File: config.mk
export PLATFORM = sky130hd
export DESIGN_NAME = cdg_cell
export DESIGN_NICKNAME = d
export VERILOG_FILES = /design/src/sv/cdg_pkg.sv /design/src/sv/cdg_cell.sv
export SDC_FILE = /design/constraint.sdc
export NUM_CORES = 2
export LEC_CHECK = 0
export BUFFER_PORTS_ARGS = -buffer_cell sky130_fd_sc_hd__buf_2
export CORE_UTILIZATION = 30
export DETAILED_ROUTE_END_ITERATION = 16
export GPL_TIMING_DRIVEN = 0
export MAX_ROUTING_LAYER = met4
export PLACE_DENSITY = 0.53
export REMOVE_ABC_BUFFERS = 1
export SLEW_MARGIN = 20
export SYNTH_ARGS = -nofsm -noshare
export SYNTH_HDL_FRONTEND = slang
export SYNTH_SLANG_ARGS = --single-unit
File: constraint.sdc
create_clock -name clk -period 8.87 [get_ports clk]
set_clock_uncertainty 0.05 [all_clocks]
set_input_delay 0.887 -clock clk [delete_from_list [all_inputs] [get_ports clk]]
set_output_delay 0.887 -clock clk [all_outputs]
set_load 0.005 [all_outputs]
File: src/sv/cdg_pkg.sv
package cdg_pkg;

  localparam int DENOM     = 8;
  localparam int COUNT_MAX = 1023;
  localparam int CNT_W     = 10;
  localparam int MOVE_W    = 10;
  localparam int AMT_W     = 20;
  localparam int VAL_W     = 9;
  localparam int RECIP_W   = 30;
  localparam int QSHIFT    = 29;
  localparam int STOCK_W   = $clog2(COUNT_MAX + 1);
  localparam int FILL_W    = ((STOCK_W > CNT_W) ? STOCK_W : CNT_W) + 1;
  localparam int STEP_W    = $clog2(DENOM);
  localparam int PART_W    = CNT_W + VAL_W;
  localparam int PAY_W     = STOCK_W + VAL_W;
  localparam int PROD_W    = AMT_W + RECIP_W;

  localparam logic [VAL_W-1:0] BILL_VALUE [DENOM] = '{
    9'd1, 9'd5, 9'd10, 9'd20, 9'd50, 9'd100, 9'd200, 9'd500
  };

  // ceil(2^QSHIFT / value): exact quotient for any 20-bit amount
  localparam logic [RECIP_W-1:0] BILL_RECIP [DENOM] = '{
    RECIP_W'((2**QSHIFT + 0) / 1),
    RECIP_W'((2**QSHIFT + 4) / 5),
    RECIP_W'((2**QSHIFT + 9) / 10),
    RECIP_W'((2**QSHIFT + 19) / 20),
    RECIP_W'((2**QSHIFT + 49) / 50),
    RECIP_W'((2**QSHIFT + 99) / 100),
    RECIP_W'((2**QSHIFT + 199) / 200),
    RECIP_W'((2**QSHIFT + 499) / 500)
  };

  typedef enum logic [1:0] {
    MODE_REFILL   = 2'd0,
    MODE_WITHDRAW = 2'd1,
    MODE_PAY      = 2'd2,
    MODE_NONE     = 2'd3
  } mode_t;

  typedef enum logic [1:0] {
    ST_DONE       = 2'd0,
    ST_INCOMPLETE = 2'd1,
    ST_SHORT      = 2'd2,
    ST_REFUSED    = 2'd3
  } status_t;

  typedef struct packed {
    logic clear;
    logic refill;
    logic withdraw;
    logic sum;
    logic quot;
    logic change;
  } cell_ctl_t;

endpackage

File: src/sv/cdg_cell.sv
module cdg_cell (
  input  logic                          clk,
  input  logic                          rst_n,
  input  cdg_pkg::cell_ctl_t            ctl,
  input  logic [cdg_pkg::VAL_W-1:0]     value,
  input  logic [cdg_pkg::RECIP_W-1:0]   recip,
  input  logic [cdg_pkg::CNT_W-1:0]     cnt,
  input  logic [cdg_pkg::AMT_W-1:0]     acc_in,
  output logic [cdg_pkg::AMT_W-1:0]     acc_out,
  input  logic [cdg_pkg::AMT_W-1:0]     rest_in,
  output logic [cdg_pkg::AMT_W-1:0]     rest_out,
  output logic [cdg_pkg::MOVE_W-1:0]    moved,
  output logic                          refused
);

  logic [cdg_pkg::STOCK_W-1:0] stock_r, stock_nxt;
  logic [cdg_pkg::MOVE_W-1:0]  moved_r, moved_nxt;
  logic                        refused_r, refused_nxt;
  logic [cdg_pkg::AMT_W-1:0]   acc_r, acc_nxt;
  logic [cdg_pkg::AMT_W-1:0]   rest_r, rest_nxt;
  logic [cdg_pkg::AMT_W-1:0]   quo_r, quo_nxt;

  logic [cdg_pkg::FILL_W-1:0]  fill;
  logic [cdg_pkg::PART_W-1:0]  part;
  logic [cdg_pkg::PROD_W-1:0]  prod;
  logic [cdg_pkg::STOCK_W-1:0] take;
  logic [cdg_pkg::PAY_W-1:0]   paid;

  always_comb begin
    fill = cdg_pkg::FILL_W'(stock_r) + cdg_pkg::FILL_W'(cnt);
    part = cdg_pkg::PART_W'(cnt) * cdg_pkg::PART_W'(value);
    prod = cdg_pkg::PROD_W'(rest_in) * cdg_pkg::PROD_W'(recip);
    take = (quo_r > cdg_pkg::AMT_W'(stock_r)) ? stock_r : quo_r[cdg_pkg::STOCK_W-1:0];
    paid = cdg_pkg::PAY_W'(take) * cdg_pkg::PAY_W'(value);

    stock_nxt   = stock_r;
    moved_nxt   = moved_r;
    refused_nxt = refused_r;
    acc_nxt     = acc_r;
    rest_nxt    = rest_r;
    quo_nxt     = quo_r;

    if (ctl.clear) begin
      moved_nxt   = '0;
      refused_nxt = 1'b0;
    end
    if (ctl.refill) begin
      if (fill > cdg_pkg::FILL_W'(cdg_pkg::COUNT_MAX)) begin
        stock_nxt = cdg_pkg::STOCK_W'(cdg_pkg::COUNT_MAX);
      end else begin
        stock_nxt = fill[cdg_pkg::STOCK_W-1:0];
      end
    end
    if (ctl.withdraw) begin
      if (cdg_pkg::FILL_W'(stock_r) > cdg_pkg::FILL_W'(cnt)) begin
        stock_nxt = stock_r - cdg_pkg::STOCK_W'(cnt);
        moved_nxt = cdg_pkg::MOVE_W'(cnt);
      end else begin
        refused_nxt = 1'b1;
      end
    end
    if (ctl.sum) begin
      acc_nxt = acc_in + cdg_pkg::AMT_W'(part);
    end
    if (ctl.quot) begin
      quo_nxt = prod[cdg_pkg::QSHIFT +: cdg_pkg::AMT_W];
    end
    if (ctl.change) begin
      stock_nxt = stock_r - take;
      moved_nxt = cdg_pkg::MOVE_W'(take);
      rest_nxt  = rest_in - cdg_pkg::AMT_W'(paid);
    end
  end

  always_ff @(posedge clk) begin
    if (!rst_n) begin
      stock_r   <= '0;
      moved_r   <= '0;
      refused_r <= 1'b0;
    end else begin
      stock_r   <= stock_nxt;
      moved_r   <= moved_nxt;
      refused_r <= refused_nxt;
    end
  end

  always_ff @(posedge clk) begin
    acc_r  <= acc_nxt;
    rest_r <= rest_nxt;
    quo_r  <= quo_nxt;
  end

  assign acc_out  = acc_r;
  assign rest_out = rest_r;
  assign moved    = moved_r;
  assign refused  = refused_r;

endmodule

* Word level (Yosys, flattened, before mapping)
Cells that the tools add are included.
** Cells by class
- Add/subtract/negate cells :: 5
- Order comparisons :: 3
- Multiply operators :: 3
- Mux-type cells :: 13
** Operators by type and width (number)
- $mux 10 :: 10
- $mul 20x30->49 :: 1
- $mul 10x9->19 :: 2
- $add 20x19->20 :: 1
- $gt 20x10->1 :: 1
- $sub 10x10->10 :: 2
- $sub 20x19->20 :: 1
- $add 10x10->11 :: 1
- $gt 11x10->1 const B :: 1
- $gt 10x10->1 :: 1
- $mux 1 :: 3
** Storage, ports and cells
- Output and inout port bits :: 51
- Register bits :: 81
- Input port bits :: 97

* Logic depth before layout (Yosys ltp)
- Depth after elaboration :: 7
- Mapped depth :: 29

* Worst setup path before layout
No wires, ideal clock.
- Path kind :: input -> register
- From :: in rest_in[3] in the netlist's numbering
- To :: reg quo_r[19] in the netlist's numbering (data pin)
- Slack :: 1287 ps
- Stages on the path :: 23
- Buffers on the path :: 2
- Arrival time :: 7263 ps
- Cells stage by stage :: clkbuf_1 -> clkbuf_1 -> nand2_1 -> fa_1 -> inv_1 -> fa_1 -> fa_1 -> fa_1 -> inv_1 -> fa_1 -> inv_1 -> fa_1 -> fa_1 -> ha_1 -> a2111oi_0 -> o221ai_1 -> a21oi_1 -> a21oi_1 -> o31ai_1 -> a31o_2 -> o211ai_1 -> a2111oi_0 -> nor3b_1
** On the way
- Cells in the longest elaborated chain, start to end :: 1
** RTL lines
- start, declared :: line cdg_cell.sv:10 : input logic [cdg_pkg::AMT_W-1:0] rest_in,
- $mul 20x30->49 :: line cdg_cell.sv:32 : prod = cdg_pkg::PROD_W'(rest_in) * cdg_pkg::PROD_W'(recip);
- named net prod (one bit) :: line cdg_cell.sv:25 : logic [cdg_pkg::PROD_W-1:0] prod;
- end signal, assigned :: line cdg_cell.sv:90 : quo_r <= quo_nxt;
- end, declared :: line cdg_cell.sv:21 : logic [cdg_pkg::AMT_W-1:0] quo_r, quo_nxt;
The timed path passes the listed nets, and every way through them passes these cells.
A chain may end at the register's enable or synchronous reset.

* Final worst setup path
- From :: in rest_in[5] in the netlist's numbering
- To :: reg quo_r[19] in the netlist's numbering (data pin)
The elaborated chain is that of the path after synthesis.

==> run_results.csv <==
group,metric,value,unit
finish,final_cell_area,31600,µm²
setup_path,crit_start,"rest_in[5]",
outcome,violations,"DRC",
floorplanning,core,96900,µm²
finish,nets,4299,
placed_design,routabilityCongestion,0.832,
detailed_routing,first_pass_iters,11,
floorplanning,dieArea,99300,µm²
setup_path,worst-path-max-fanout,31,
detailed_routing,drt-total-wl,76600,µm
grt,top_usage_layer,"met2",
timing,slew_violations,0,
clock_network,clk_pin_slew,0.06,ns
setup_path,slowest_delay,0.56,ns
timing,finalHoldViolations,0,
logic_synthesis,synth.area.top_cells,"fa_1, ha_1, inv_1, nand2_1, edfxtp_1",
logic_synthesis,netlist_instances,3270,
logic_synthesis,ys.flop_type,"edfxtp_1",
setup_path,worstPathCellList,"clkbuf_4 > nand2_1 > fa_1 > inv_1 > fa_1 > inv_1 > fa_1 > inv_1 > fa_1 > inv_1 > fa_1 > inv_1 > fa_1 > fa_1 > ha_1 > a2111oi_0 > o221ai_1 > a21oi_1 > a21oi_1 > o31ai_2 > a31o_2 > o211ai_1 > a2111oi_0 > nor3b_1",
clock_network,holdBufCountCts,0,
setup_path,path_common_cell,"fa_1",
grt,grtUsageMet3,1.84,%
logic_synthesis,synth_area_leader_cell,"fa_1",
grt,grt_overflow,0,
clock_network,cts.htree.levels,3,
setup_path,end_kind,"register",
setup_path,cp_slowest_cell,"fa_1",
setup_path,required,8.93,ns
detailed_routing,vias,21138,
detailed_routing,wl_per_cell,16.8,µm
logic_synthesis,yosysUniqueCellTypes,76,
logic_synthesis,syn_area_per_cell,9.00,µm²
finish,areaGrowthSynthToFinish,7.42,%
logic_synthesis,ys_seq_elements,81,
job,cap_violations,0,
clock_network,cts_root_buf,"clkbuf_16",
setup_path,worst-setup-path-type,"input port to register",
placed_design,portBuffers,147,
placed_design,hpwlAfterDp,57500,µm
floorplanning,boundaryPins,148,
worst_hold_path,min-delay-start,"refused",
logic_synthesis,yosysSeqAreaShare,7.55,%
timing,rsz0062_at_grt,"no",
placed_design,dpl-instance-area,31200,µm²
timing,relSlewSlack,14.8,%
clock_network,clk_path_buf_depth,2,
floorplanning,initial_core_util,30.4,%
clock_network,cts_made_buffers,9,
setup_path,rr_startpoint,"stock_r[1]",
detailed_routing,antenna_left,0,
placed_design,place_ws,-0.145,ns
detailed_routing,vias_per_cell,4.64,
timing,period_needed,8.17,ns
grt,groute.layer.met1.usage,21.7,%
floorplanning,row_count,114,
grt,antenna_found_initial,5,
finish,drive_gt1_share,5.78,%
timing,fmax,122,MHz
grt,grt_max_degree,46,
logic_synthesis,synth_edf_count,60,
logic_synthesis,syn_area,29400,µm²
logic_synthesis,yosys_warnings,0,
setup_path,start_kind,"input port",
logic_synthesis,yosys.area.top_type_share,43.9,%
setup_path,crit_family,"adder cells",
logic_synthesis,async_reset_ff_share,0,%
timing,finalSetupViolations,0,
worst_hold_path,hold_path.class,"register to register",
clock_network,clkSinkCount,81,
detailed_routing,drtIter0Drc,1131,
setup_path,critPathArrivalTime,8.24,ns
floorplanning,die_h,315,µm
grt,track_usage,16.6,%
logic_synthesis,synth.top_cells.by_count,"inv_1, fa_1, nand2_1",
floorplanning,die_x,315,µm
grt,grt_use_met2,27.6,%
timing,min_period_over_period,92.2,%
clock_network,cts_tree,"yes",
outcome,status,"finished with violations",
clock_network,clkLatencyLatePin,0.39,ns
detailed_routing,drcViolationCount,18,
grt,grt_pass1_wl,124000,µm
grt,grt_pass1_vias,22315,
logic_synthesis,yosysMostFrequentCell,"inv_1",
timing,layout_setup_ws,0.695,ns
timing,worstMarginPinSlew,1.27,ns
setup_path,path_buf_inv,6,
area by class of cell:
| type | count | area (µm²) |
|---|---|---|
| sequential | 81 | 2220 |
| fill | 10115 | 65200 |
| antenna | 6 | 15.0 |
| clock inverter | 7 | 133 |
| multi-input combinational | 2241 | 23700 |
| tap | 1276 | 1600 |
| inverter | 786 | 2950 |
| timing repair buffer | 148 | 798 |
| clock buffer | 9 | 225 |
cell families (layout without fill, tap and decap cells):
| group | after synthesis | after routing | synth area share (%) |
|---|---|---|---|
| AOI/OAI and AO/OA | 237 | 237 | 5.56 |
| xor gates and xnor gates | 78 | 78 | 2.32 |
| adders and majority gates | 936 | 936 | 56.3 |
| buffers and inverters | 948 | 950 | 12.1 |
| DFF | 81 | 81 | 7.55 |
| muxes | 11 | 11 | 0.451 |
| other | 0 | 6 | 0 |
| and+or+nand+nor | 979 | 979 | 15.7 |
stage by stage:
stage | hold WS, ns | std cells | setup TNS (ns) | util [%]
finish | 0.464 | 4554 | 0 | 32.6
detailed placement | 0.452 | 4532 | -0.145 | 32.2
global placement | 0.437 | 4531 | -0.154 | 32.2
CTS | 0.467 | 4548 | 0 | 32.6
floorplan | 0.426 | 3108 | 0 | -
global route | 0.485 | 4552 | 0 | 32.6
placed cells by master (no fill, tap or decap), types with 56 or more instances in the layout:
master / count
fa_1: 645
and2_1: 261
nor2_1: 56
buf_2: 133
a21oi_1: 64
edfxtp_1: 60
ha_1: 290
nand2_1: 537
xnor2_1: 60
inv_1: 784
what timing repair did:
action,4_1_cts,5_1_grt
resized for setup,0,15
endpoints found under the setup margin,0,2
setup buffers,0,0
hold endpoints to repair,0,0
worst reg2reg max path: cells and delay by family (launching register included):
kind | cells | cell delay [ns]
adder cells (fa/ha/maj) | 7 | 3.23
XOR/XNOR | 1 | 0.13
AND/OR/NAND/NOR | 4 | 0.60
multiplexers | 1 | 0.47
flip-flops | 1 | 0.54
buffers and inverters | 5 | 0.60
AO/OA/AOI/OAI | 7 | 1.98
routing by layer:
metal / wire length (µm) / part of all wire, % / up-vias
met3: 3480 / 4.5 / 63
met5: 0 / 0 / -
met2: 37700 / 49 / 448
li1: - / - / 9722
met1: 34100 / 44 / 10905
met4: 1410 / 1.8 / 0
path summary, 6_finish.rpt:
path	to	slack, ns	cells after the start
setup / recovery	quo_r[19]	0.70	24
hold / removal	refused	0.46	2
setup reg to reg	rest_out[18]	1.05	25
hold reg to reg	refused	0.46	2
flip-flops by register name (all words and copies together), names as in the netlist:
| signal | count |
|---|---|
| quo_r | 20 |
| stock_r | 10 |
| acc_out | 20 |
| moved | 10 |
| refused | 1 |
| rest_out | 20 |
Power is not shown: default switching activity piles up to over one toggle a cycle in this logic, so the estimate is an artifact.
